===== config.mk =====
export PLATFORM = sky130hd
export DESIGN_NAME = gn3_fade
export DESIGN_NICKNAME = d
export VERILOG_FILES = /design/src/rtl/core/gn3_pkg.sv /design/src/rtl/core/gn3_fade.sv
export SDC_FILE = /design/constraint.sdc
export NUM_CORES = 2
export LEC_CHECK = 0
export BUFFER_PORTS_ARGS = -buffer_cell sky130_fd_sc_hd__buf_2
export CELL_PAD_IN_SITES_DETAIL_PLACEMENT = 1
export CELL_PAD_IN_SITES_GLOBAL_PLACEMENT = 2
export CORE_MARGIN = 1
export CORE_UTILIZATION = 47
export DETAILED_ROUTE_END_ITERATION = 6
export PLACE_DENSITY = 0.95
export SLEW_MARGIN = 25
export SYNTH_ARGS = -nofsm -noshare
export SYNTH_HDL_FRONTEND = slang
export SYNTH_SLANG_ARGS = --single-unit

===== constraint.sdc =====
create_clock -name clk_i -period 12.9 [get_ports clk_i]
set_input_delay 1.29 -clock clk_i [delete_from_list [all_inputs] [get_ports clk_i]]
set_output_delay 1.29 -clock clk_i [all_outputs]
set_load 0.02 [all_outputs]

===== src/rtl/core/gn3_pkg.sv =====
// gradient noise 3d package: shared constants and the item mode code
// no dependencies; compiled first

package gn3_pkg;

  localparam int FRAC_BITS_DEF = 16;
  localparam int TABLE_SIZE    = 256;
  localparam int IDX_W         = $clog2(TABLE_SIZE);
  localparam int PERM_W        = 8;
  localparam int COORD_W       = 32;

  typedef enum logic {
    MODE_WRITE  = 1'b0,
    MODE_SAMPLE = 1'b1
  } mode_e;

endpackage


===== src/rtl/core/gn3_fade.sv =====
// gradient noise 3d quintic fade 6t^5-15t^4+10t^3, three register stages
// depends on gn3_pkg

module gn3_fade
  import gn3_pkg::*;
#(
  parameter int FRAC_BITS = FRAC_BITS_DEF
) (
  input  logic                 clk_i,
  input  logic                 en_i,
  input  logic [FRAC_BITS-1:0] frac_i,
  output logic [FRAC_BITS-1:0] fade_o
);

  localparam int GW = FRAC_BITS + 5;

  logic [FRAC_BITS-1:0]   t2_q, f1_q, t3_q, fade_q;
  logic [FRAC_BITS+3:0]   g_q;
  logic [2*FRAC_BITS-1:0] sq_d, cube_d;
  logic [GW-1:0]          g_d;
  logic [2*FRAC_BITS+3:0] prod_d;

  assign sq_d   = (2*FRAC_BITS)'(frac_i) * (2*FRAC_BITS)'(frac_i);
  assign cube_d = (2*FRAC_BITS)'(t2_q) * (2*FRAC_BITS)'(f1_q);
  assign g_d    = GW'(t2_q) * GW'(6) + (GW'(10) << FRAC_BITS) - GW'(f1_q) * GW'(15);
  assign prod_d = (2*FRAC_BITS+4)'(t3_q) * (2*FRAC_BITS+4)'(g_q);

  always_ff @(posedge clk_i) begin
    if (en_i) begin
      t2_q   <= sq_d[2*FRAC_BITS-1:FRAC_BITS];
      f1_q   <= frac_i;
      t3_q   <= cube_d[2*FRAC_BITS-1:FRAC_BITS];
      g_q    <= g_d[FRAC_BITS+3:0];
      fade_q <= prod_d[2*FRAC_BITS-1:FRAC_BITS];
    end
  end

  assign fade_o = fade_q;

endmodule


== Word level (Yosys, flattened, before mapping) ==
Cells that the tools add are included.

* Add/sub/neg operators: 2
* $mul: 5

{| class="wikitable"
|+ Operators by type and width
! kind !! number
|-
| $mul 16x16->32 || 2
|-
| $mul 16x20->32 || 1
|-
| $add 19x20->20 const B || 1
|-
| $mul 16x4->20 const B || 1
|-
| $sub 20x20->20 || 1
|-
| $mul 16x2->18 const B || 1
|}

* Register bits after elaboration: 84
* Bits of input ports: 18
* Output and inout bits: 16
* Word-level logic and storage cells: 12

== Depth between registers and ports, before layout ==
* Depth after elaboration: 3
* Gate-level depth with buffers: 25
* Mapped depth without buffers: 24

== Least setup slack after synthesis ==
Ideal clock, no wire load.

* Path type: input port to flip-flop
* Start point: input port frac_i[1]
* End point: register t2_q[15] (data pin)
* Arrival time: 6.515 ns
* Setup slack: 6.125 ns
* Stages: 22
* Path buffers: 2
* Cell sequence: buf_4 clkbuf_1 nand2_1 fa_1 fa_1 inv_1 fa_1 fa_1 fa_1 inv_1 fa_1 inv_1 ha_1 nand2_1 a21oi_1 nor4b_2 a211oi_2 nor2_1 o31ai_4 a21oi_1 o221ai_2 xnor2_1

* Cells in the longest elaborated chain, start to end: 1

{| class="wikitable"
|+ Ends and longest elaborated chain
! item !! RTL line !! source
|-
| from (decl) || gn3_fade.sv:11 || <nowiki>input logic [FRAC_BITS-1:0] frac_i,</nowiki>
|-
| $mul 16x16->32 || gn3_fade.sv:23 || <nowiki>assign sq_d = (2*FRAC_BITS)'(frac_i) * (2*FRAC_BITS)'(frac_i);</nowiki>
|-
| via sq_d[31] || gn3_fade.sv:19 || <nowiki>logic [2*FRAC_BITS-1:0] sq_d, cube_d;</nowiki>
|-
| to (signal assigned) || gn3_fade.sv:30 || <nowiki>t2_q <= sq_d[2*FRAC_BITS-1:FRAC_BITS];</nowiki>
|-
| to (decl) || gn3_fade.sv:17 || <nowiki>logic [FRAC_BITS-1:0] t2_q, f1_q, t3_q, fade_q;</nowiki>
|}

The timed path passes the listed nets, and every way through them passes these cells.
A chain may end at the register's enable or synchronous reset.

== Final worst setup path ==
* Start point: register t3_q[7]
* End point: register fade_q[13] (netlist: fade_o[13]) (data pin)

* Cells in the longest elaborated chain, start to end: 1

{| class="wikitable"
|+ Ends and longest elaborated chain
! item !! RTL line !! source
|-
| from (decl) || gn3_fade.sv:17 ||
|-
| from (signal assigned) || gn3_fade.sv:32 || <nowiki>t3_q <= cube_d[2*FRAC_BITS-1:FRAC_BITS];</nowiki>
|-
| $mul 16x20->32 || gn3_fade.sv:26 || <nowiki>assign prod_d = (2*FRAC_BITS+4)'(t3_q) * (2*FRAC_BITS+4)'(g_q);</nowiki>
|-
| via prod_d[29] || gn3_fade.sv:21 || <nowiki>logic [2*FRAC_BITS+3:0] prod_d;</nowiki>
|-
| to (signal assigned) || gn3_fade.sv:34 || <nowiki>fade_q <= prod_d[2*FRAC_BITS-1:FRAC_BITS];</nowiki>
|-
| to (decl) || gn3_fade.sv:17 ||
|}

The timed path passes the listed nets, and every way through them passes these cells.

==> out/results.ini <==
[drt]
routedWlPerCell_um = 19.6
drc_errors = 0
drtIter0Drc = 773
firstDrtPassIters = 5
vias = 20400
drt-total-wl_um = 76500
vias_per_cell = 5.24
ant_nets = 0

[clock_tree]
clk_path_buf_depth = 2
clockRootBuffer = clkbuf_16
cts_resized = 0
clk_pin_slew_ns = 0.08
cts_tree = done
holdBufCountCts = 0
clk_latency_ns = 0.40
cts_made_buffers = 9
cts_setup_buffers = 0
htreeDepth = 3
clock-sinks = 84

[yosys]
yosysSeqAreaShare_pct = 8.58
synth_edf_count = 84
netlist-cell-type-count = 67
synth-async-reset-ratio_pct = 0
synthCells = 3091
syn_nets = 4098
synth_area_um2 = 29400
yosysWarnings = 0
synthFlopType = edfxtp_1
synth_area_per_cell_um2 = 9.51
synth_seq_cells = 84

[global_route]
grt_max_degree = 75
grt_antenna_before_repair = 0
grt_pass1_wl_um = 126000
track_usage_pct = 25.6
grt_pass1_vias = 24400
grt-ovfl-total = 0

[finish]
n_antenna_cell = 0
area_delta_synth_final_pct = 4.35
final_common_cell = inv_1
drive_above_1_share_pct = 3.30
stdcell_count = 3897
layout.nets = 4062
mostFrequentLayoutCells = 807 x inv_1, 646 x fa_1, 387 x nand2_1, 343 x ha_1, 306 x and2_1

[sta]
rsz0062_at_grt = no
setup_violations = 0
tightest_slew_ns = 1.02
layout_setup_ws_ns = 5.80
setup_tns_ns = 0
hold_viol = 0
min_period_ns = 7.10
clock_skew_ns = 0.0117
whs_ns = 1.10
period_share_pct = 55.0
maxSlewHeadroom_pct = 31.8
slew_violations = 0
fmax_ghz = 0.141

[floorplanning]
die_y_um = 252
design.die.area_um2 = 63600
die_w_um = 252
core-area_um2 = 61700
initial_core_util_pct = 47.6
ios = 34
rows = 91

[setup_path]
r2r-start = t3_q[7]$_DFFE_PP_
critical_path_class = reg2reg
crit_arrival_ns = 7.23
start_kind = register
cp.required_ns = 13.04
rr_worst_depth = 20
worstPathMaxFanout = 20
r2r_end = fade_o[13]$_DFFE_PP_
rrSetupSlack_ns = 5.80
end_kind = register

[placement]
gp_congestion = 0.859
port_buffers = 33
place_inst = 3881
post-dp-hpwl_um = 61800
dp_slack_ns = 5.54

[hold_path]
hold_class = reg2reg
whs_path_depth = 0
holdPathEnd = g_q[0]$_DFFE_PP_
hold_start = f1_q[0]$_DFFE_PP_

[status]
outcome = finished, final reports clean

[run]
max_cap_viol_count = 0

## synthesized netlist by cell type, drive strengths merged (12+ instances only)
cell type  number  area (um2)
inv           807        3030
fa            646       12900
nand2         387        1450
ha            343        4290
and2          307        1920
clkbuf         96         360
edfxtp         84        2520
nor2           72         270
xnor2          65         569
a21oi          50         277
a21o           27         203
xor2           26         228
nand3          22         110
o21ai          22         114
nor3           16        85.1
o21a           12        90.1
## critical path, stage by stage (launching register included)
cell and delay, ns:
edfxtp_1 1.02, nand2_1 0.20, fa_1 0.62, inv_1 0.07, fa_1 0.48, fa_1 0.57, fa_1 0.44, fa_1 0.50
inv_1 0.05, fa_1 0.48, inv_1 0.04, ha_1 0.35, a21o_1 0.18, a21o_1 0.22, nor2b_1 0.15, nor2_1 0.38
a31oi_2 0.25, o41ai_4 0.36, nand2_1 0.18, a21oi_2 0.19, xnor2_1 0.10
## worst max path at each step
stage | from | end | slack (ns) | cells after the start
floorplan | frac_i[1] | t2_q[15]$_DFFE_PP_ | 6.13 | 22
global route | t3_q[7]$_DFFE_PP_ | fade_o[15]$_DFFE_PP_ | 5.59 | 22
global placement | frac_i[9] | t2_q[14]$_DFFE_PP_ | 5.73 | 24
finish | t3_q[7]$_DFFE_PP_ | fade_o[13]$_DFFE_PP_ | 5.80 | 20
detailed placement | frac_i[2] | t2_q[14]$_DFFE_PP_ | 5.54 | 22
CTS | t3_q[7]$_DFFE_PP_ | fade_o[13]$_DFFE_PP_ | 5.88 | 20
## layout make-up
cell class / instances / area, um2
clock inverter: 7 / 75.1
fill: 7109 / 31000
tap: 837 / 1050
sequential: 84 / 2520
timing repair buffer: 53 / 322
inverter: 807 / 3030
multi-input combinational: 2100 / 23500
clock buffer: 9 / 225
## sequential cells by signal, indices dropped and copies added, names as in the netlist
register  count
g_q          20
fade_o       16
t2_q         16
t3_q         16
f1_q         16
## metal layers
layer  track usage [%]  routed length (um)  vias up
met1              30.3               30400    10800
met4              9.18                2720        0
met2              47.7               40700      431
li1                  -                   -     9057
met5                 0                   0        -
met3              2.66                2680      152
## cell families after synthesis
| kind of cell | share of synthesized area [%] |
|---|---|
| muxes | 0.0724 |
| AOI/OAI and AO/OA | 4.28 |
| adders and majority gates | 58.6 |
| buffers and inverters | 11.6 |
| and+or+nand+nor | 14.1 |
| xor gates and xnor gates | 2.71 |
| DFF | 8.58 |
## per-stage QoR
step	utilization, %	instance area, um2
6_report	49.7	30700
5_1_grt	49.7	30700
3_5_place_dp	49.2	30400
3_3_place_gp	49.2	30400
4_1_cts	49.7	30700
2_1_floorplan	-	29400
Power is left out: the tool's default activity adds up to more than one toggle a clock period on the data nets, which glitch-free logic cannot reach.
