<file path="src/rtl/core/gn3_pkg.sv">
// gradient noise 3d package: shared constants and the item mode code
// no dependencies; compiled first

package gn3_pkg;

  localparam int FRAC_BITS_DEF = 16;
  localparam int TABLE_SIZE    = 256;
  localparam int IDX_W         = $clog2(TABLE_SIZE);
  localparam int PERM_W        = 8;
  localparam int COORD_W       = 32;

  typedef enum logic {
    MODE_WRITE  = 1'b0,
    MODE_SAMPLE = 1'b1
  } mode_e;

endpackage

</file>
<file path="src/rtl/core/gn3_lerp.sv">
// gradient noise 3d linear blend a + t*(b-a)/one, truncating toward zero
// two stages: multiply, then scale and add; depends on gn3_pkg

module gn3_lerp
  import gn3_pkg::*;
#(
  parameter int FRAC_BITS = FRAC_BITS_DEF
) (
  input  logic                        clk_i,
  input  logic                        en_i,
  input  logic signed [FRAC_BITS+2:0] a_i,
  input  logic signed [FRAC_BITS+2:0] b_i,
  input  logic        [FRAC_BITS-1:0] t_i,
  output logic signed [FRAC_BITS+2:0] res_o
);

  localparam int VW = FRAC_BITS + 3;
  localparam int DW = FRAC_BITS + 4;
  localparam int PW = 2*FRAC_BITS + 5;

  logic signed [DW-1:0] diff_d;
  logic signed [PW-1:0] prod_d, prod_q, quo_d;
  logic signed [VW-1:0] a_q, res_q;

  assign diff_d = DW'(b_i) - DW'(a_i);
  assign prod_d = PW'($signed({1'b0, t_i})) * PW'(diff_d);

  always_comb begin
    quo_d = prod_q >>> FRAC_BITS;
    if (prod_q[PW-1] && (|prod_q[FRAC_BITS-1:0])) begin
      quo_d = quo_d + PW'(1);
    end
  end

  always_ff @(posedge clk_i) begin
    if (en_i) begin
      prod_q <= prod_d;
      a_q    <= a_i;
      res_q  <= a_q + quo_d[VW-1:0];
    end
  end

  assign res_o = res_q;

endmodule

</file>
<file path="config.mk">
export PLATFORM = sky130hd
export DESIGN_NAME = gn3_lerp
export DESIGN_NICKNAME = d
export VERILOG_FILES = /design/src/rtl/core/gn3_pkg.sv /design/src/rtl/core/gn3_lerp.sv
export SDC_FILE = /design/constraint.sdc
export NUM_CORES = 1
export LEC_CHECK = 0
export BUFFER_PORTS_ARGS = -buffer_cell sky130_fd_sc_hd__clkbuf_2
export CAP_MARGIN = 20
export CORE_MARGIN = 2
export CORE_UTILIZATION = 40
export DETAILED_ROUTE_END_ITERATION = 12
export PLACE_DENSITY = 0.61
export REMOVE_ABC_BUFFERS = 1
export SETUP_SLACK_MARGIN = 0.15
export SLEW_MARGIN = 10
export SYNTH_ARGS = -nofsm -noshare
export SYNTH_HDL_FRONTEND = slang
export SYNTH_SLANG_ARGS = --single-unit
</file>
<file path="constraint.sdc">
create_clock -name clk_i -period 10.27 [get_ports clk_i]
set_input_delay 1.027 -clock clk_i [delete_from_list [all_inputs] [get_ports clk_i]]
set_output_delay 1.027 -clock clk_i [all_outputs]
set_load 0.005 [all_outputs]
</file>
Word-level counts from Yosys, hierarchy flattened
Index checks and enable logic that the tools add are counted.
{"block": "totals", "reg_bits": 75, "inputBits": 56, "output_inout_bits": 19, "word_cells": 10}
{"block": "classes", "add_sub_neg": 3, "n_mul": 1, "mux": 1, "n_reduce_logical": 2}
{"operator": "multiplier 17 x 20 -> 37 bit", "count": 1}
{"operator": "subtractor 19 x 19 -> 20 bit", "count": 1}
{"operator": "adder 19 bit", "count": 1}
{"operator": "adder 19 x 2 -> 19 bit, second input constant", "count": 1}
{"operator": "2-to-1 mux 19 bit", "count": 1}
{"operator": "OR reduction 16 bit", "count": 1}
{"operator": "logical AND 1 bit", "count": 1}

Logic depth before layout (Yosys ltp)
{"block": "logic_depth", "depth_word": 4, "depth_mapped": 33, "mapped_depth_nobuf": 32}

Least setup slack after synthesis
OpenSTA, ideal clock, no wires.
{"block": "synth_path", "path_kind": "input to register", "startpoint": "input b_i[0]", "endpoint": "register prod_q[34] (data pin)", "setup_time_ps": 257, "arrival_ps": 8052, "t_required_ps": 10013, "slack_ps": 1961, "cell_stages": 31, "n_path_buf": 2, "cell_sequence": "inv_1 > ha_1 > fa_1 > nor2b_1 > o21ai_1 > a21boi_1 > o21ai_1 > a211oi_1 > o21a_1 > or3_1 > clkbuf_1 > clkbuf_1 > nand3_1 > fa_1 > fa_1 > fa_1 > inv_1 > fa_1 > fa_1 > inv_1 > fa_1 > inv_1 > ha_1 > nand3_1 > nor2_1 > a31oi_1 > and2_1 > a2111o_1 > a31oi_4 > mux2i_1 > nand2_1"}
{"block": "synth_via", "elab_chain_len": 2}
{"item": "start, declared", "line": "gn3_lerp.sv:12", "source": "input logic signed [FRAC_BITS+2:0] b_i,"}
{"item": "subtractor 19 x 19 -> 20 bit", "line": "gn3_lerp.sv:25", "source": "assign diff_d = DW'(b_i) - DW'(a_i);"}
{"item": "multiplier 17 x 20 -> 37 bit", "line": "gn3_lerp.sv:26", "source": "assign prod_d = PW'($signed({1'b0, t_i})) * PW'(diff_d);"}
{"item": "via prod_d[34]", "line": "gn3_lerp.sv:22", "source": "logic signed [PW-1:0] prod_d, prod_q, quo_d;"}
{"item": "end signal, assigned", "line": "gn3_lerp.sv:37", "source": "prod_q <= prod_d;"}
{"item": "end, declared", "line": "gn3_lerp.sv:22"}
The timed path passes the listed nets, and every way through them passes these cells.
A chain may end at the register's enable or synchronous reset.

Worst setup path after layout
{"block": "layout_path", "startpoint": "input a_i[1]", "endpoint": "register prod_q[36] (data pin)"}
{"block": "layout_via", "elab_chain_len": 2}
{"item": "start, declared", "line": "gn3_lerp.sv:11", "source": "input logic signed [FRAC_BITS+2:0] a_i,"}
{"item": "subtractor 19 x 19 -> 20 bit", "line": "gn3_lerp.sv:25"}
{"item": "multiplier 17 x 20 -> 37 bit", "line": "gn3_lerp.sv:26"}
{"item": "via prod_d[36]", "line": "gn3_lerp.sv:22"}
The timed path passes the listed nets, and every way through them passes these cells.

==> impl_metrics.yaml <==
layout:
  fill_cells: 4223
  layout.nets: 2429
  finalNonFillerCells: 2512
  area_growth_pct: 7.15
  drive_gt1_share_pct: 6.80
  diodes: 0
floorplan:
  rows: 76
  fp.dieArea_sq_um: 45300
  die-height_um: 213
  start_util_pct: 40.5
  coreArea_sq_um: 43100
  pin_count: 75
  die_w_um: 213
setup_path:
  slowest_stage: "fa_1"
  ff2ff_setup_slack_ns: 6.00
  crit_family: "adder cells"
  cp_common_cell: "fa_1"
  worstPathRequired_ns: 10.33
  crit_type: "in2reg"
  crit_fanout: 31
  cp-start-kind: "input pin"
  end_kind: "flop"
  arrival_ns: 9.07
  max_stage_delay_ns: 0.69
  path_buf_inv: 4
synth:
  ys_seq_elements: 74
  ys_seq_area_share_pct: 12.7
  ys_warn_count: 0
  synthesis.area_sq_um: 17400
  postSynth.asyncResetShare_pct: 0
  synth_enable_flop_cells: 74
  synth_flop_cell: "edfxtp_1"
  synth.avg_cell_area_sq_um: 9.16
  synthDistinctLibCells: 69
  synthCells: 1903
clock_tree:
  postCtsSetupBuffers: 0
  cts_tree: "yes"
  root_buffer: "clkbuf_16"
  clk_latency_ns: 0.33
  ctsHoldBuffers: 0
  htree_levels: 3
  numClockSinks: 74
  cts_resized: 0
  cts_buffers: 9
  clkTransAtPathRegs_ns: 0.06
  clock_path_buffers: 2
sta:
  hold_viol_final: 0
  max_slew_margin_pct: 32.1
  fmax_mhz: 111
  clock_skew_ns: 0.00624
  setup_violations: 0
  tightest_slew_ns: 1.02
  tns_ns: 0
  period_share_pct: 87.7
  maxSlewViolCount: 0
  period_minus_slack_ns: 9.01
  rsz0062_at_grt: "false"
routing:
  vias: 13000
  vias_per_cell: 5.18
  drtIter0Drc: 859
  routed_wl_um: 44600
  drc: 0
  wl_per_cell_um: 17.7
  firstDrtPassIters: 5
  antenna_left: 0
global_route:
  antenna_found_initial: 1
  grt_pass1_wl_um: 73400
  grt-ovfl-total: 0
  grt_max_degree: 75
  grt_pass1_vias: 14200
  grt_util_all_layers_pct: 20.7
placed_design:
  place_inst: 2496
  dp_hpwl_um: 35500
  gp_congestion: 0.872
  numPortBuffers: 74
run:
  max_cap_violations: 0
status:
  status: "complete, no violations"
worst_hold_path:
  hp-class: "reg2reg"
[area by class of cell]
| cell class | instances | area (sq um) | area share [%] |
|---|---|---|---|
| clock buffers | 10 | 229 | 1.23 |
| clock inverters | 6 | 91.3 | 0.489 |
| inverters | 432 | 1620 | 8.68 |
| multi-input cells | 1308 | 13200 | 70.9 |
| flip-flops and latches | 74 | 2220 | 11.9 |
| well taps | 585 | 732 | 3.92 |
| repair buffers | 97 | 546 | 2.92 |
[registers in the layout (all words and copies together), names as in the netlist]
name / cells
prod_q: 36
res_o: 19
a_q: 19
[cell families (layout without fill, tap and decap cells)]
family | after synthesis | count (layout) | share of synthesized area (%)
AND/OR/NAND/NOR | 528 | 528 | 15.3
buffers and inverters | 521 | 545 | 11.3
adder cells (fa/ha/maj) | 451 | 451 | 46.1
AO/OA/AOI/OAI | 245 | 245 | 10.4
XOR/XNOR | 82 | 82 | 4.12
flip-flops | 74 | 74 | 12.7
multiplexers | 2 | 2 | 0.122
[cell usage in the layout, fill, tap and decap left out, types with 5 or more instances in the layout]
| cell type | Yosys | routed |
|---|---|---|
| edfxtp_1 | 74 | 74 |
| fa_1 | 318 | 318 |
| a311oi_1 | 11 | 11 |
| o21a_1 | 15 | 15 |
| nand4_1 | 6 | 6 |
| clkbuf_16 | 0 | 9 |
| a311o_1 | 5 | 5 |
| o21ai_0 | 22 | 19 |
| o21ai_1 | 9 | 12 |
| nand3_1 | 86 | 86 |
| nand2b_1 | 12 | 12 |
| and3_1 | 41 | 41 |
| a22oi_1 | 15 | 15 |
| o31a_1 | 6 | 6 |
| a21oi_1 | 48 | 48 |
| nor3_1 | 8 | 8 |
| xor2_1 | 13 | 13 |
| ha_1 | 133 | 133 |
| nand2_1 | 154 | 154 |
| nor4_1 | 19 | 19 |
| nor2b_1 | 51 | 51 |
| and2_1 | 72 | 72 |
| a211oi_1 | 10 | 10 |
| buf_4 | 1 | 24 |
| a21o_1 | 19 | 19 |
| xnor2_1 | 69 | 69 |
| o211ai_1 | 19 | 19 |
| a22o_1 | 10 | 10 |
| nor2_1 | 64 | 64 |
| or3_1 | 5 | 5 |
| inv_1 | 432 | 432 |
| o31ai_1 | 13 | 13 |
| clkbuf_2 | 0 | 73 |
[per-layer routing]
layer  track usage [%]  wire length [um]  vias up
met5                 0                11        -
met4              6.87              1380        2
met3              1.91              2130       76
met2              36.3             21600      357
met1              27.0             19500     6526
li1                  -                 -     6061
[stage by stage]
stage          util, %  setup slack [ns]  cell area [sq um]  hold slack (ns)
4_1_cts           43.4              1.35              18700            0.603
3_3_place_gp      42.6              1.04              18400            0.591
2_1_floorplan        -              1.64              17100            0.526
3_5_place_dp      42.6              1.02              18400            0.589
5_1_grt           43.4             0.812              18700            0.622
6_report          43.4              1.26              18700            0.595
[synthesized netlist by cell type (all sizes together) (3+ instances only)]
| cell | n | area [sq um] |
|---|---|---|
| inv | 432 | 1620 |
| fa | 318 | 6370 |
| nand2 | 154 | 578 |
| ha | 133 | 1660 |
| nand3 | 86 | 430 |
| clkbuf | 76 | 285 |
| edfxtp | 74 | 2220 |
| and2 | 72 | 450 |
| xnor2 | 69 | 604 |
| nor2 | 64 | 240 |
| nor2b | 51 | 319 |
| a21oi | 50 | 265 |
| and3 | 41 | 257 |
| o21ai | 34 | 181 |
| a21o | 19 | 143 |
| nor4 | 19 | 119 |
| o211ai | 19 | 143 |
| a22oi | 15 | 113 |
| o21a | 15 | 113 |
| o31ai | 14 | 110 |
| buf | 13 | 66.3 |
| xor2 | 13 | 114 |
| nand2b | 12 | 75.1 |
| a211oi | 11 | 87.6 |
| a311oi | 11 | 96.3 |
| a22o | 10 | 87.6 |
| nor3 | 8 | 40.0 |
| nand4 | 6 | 37.5 |
| o31a | 6 | 52.6 |
| a311o | 5 | 50.1 |
| or3 | 5 | 31.3 |
| a31oi | 4 | 40.0 |
| o21bai | 4 | 30.0 |
| or2 | 4 | 25.0 |
| a21boi | 3 | 22.5 |
| a221oi | 3 | 32.5 |
| a41o | 3 | 30.0 |
| a41oi | 3 | 26.3 |
| o41a | 3 | 33.8 |
[worst paths after layout]
path,from,end,cells after the start
setup reg to reg,prod_q[2],res_o[18],15
hold reg to reg,a_q[0],res_o[0],1
setup / recovery,a_i[1],prod_q[36],27
hold / removal,a_q[0],res_o[0],1
Power is left out: the tool's default activity adds up to more than one toggle a clock period on the data nets, which glitch-free logic cannot reach.
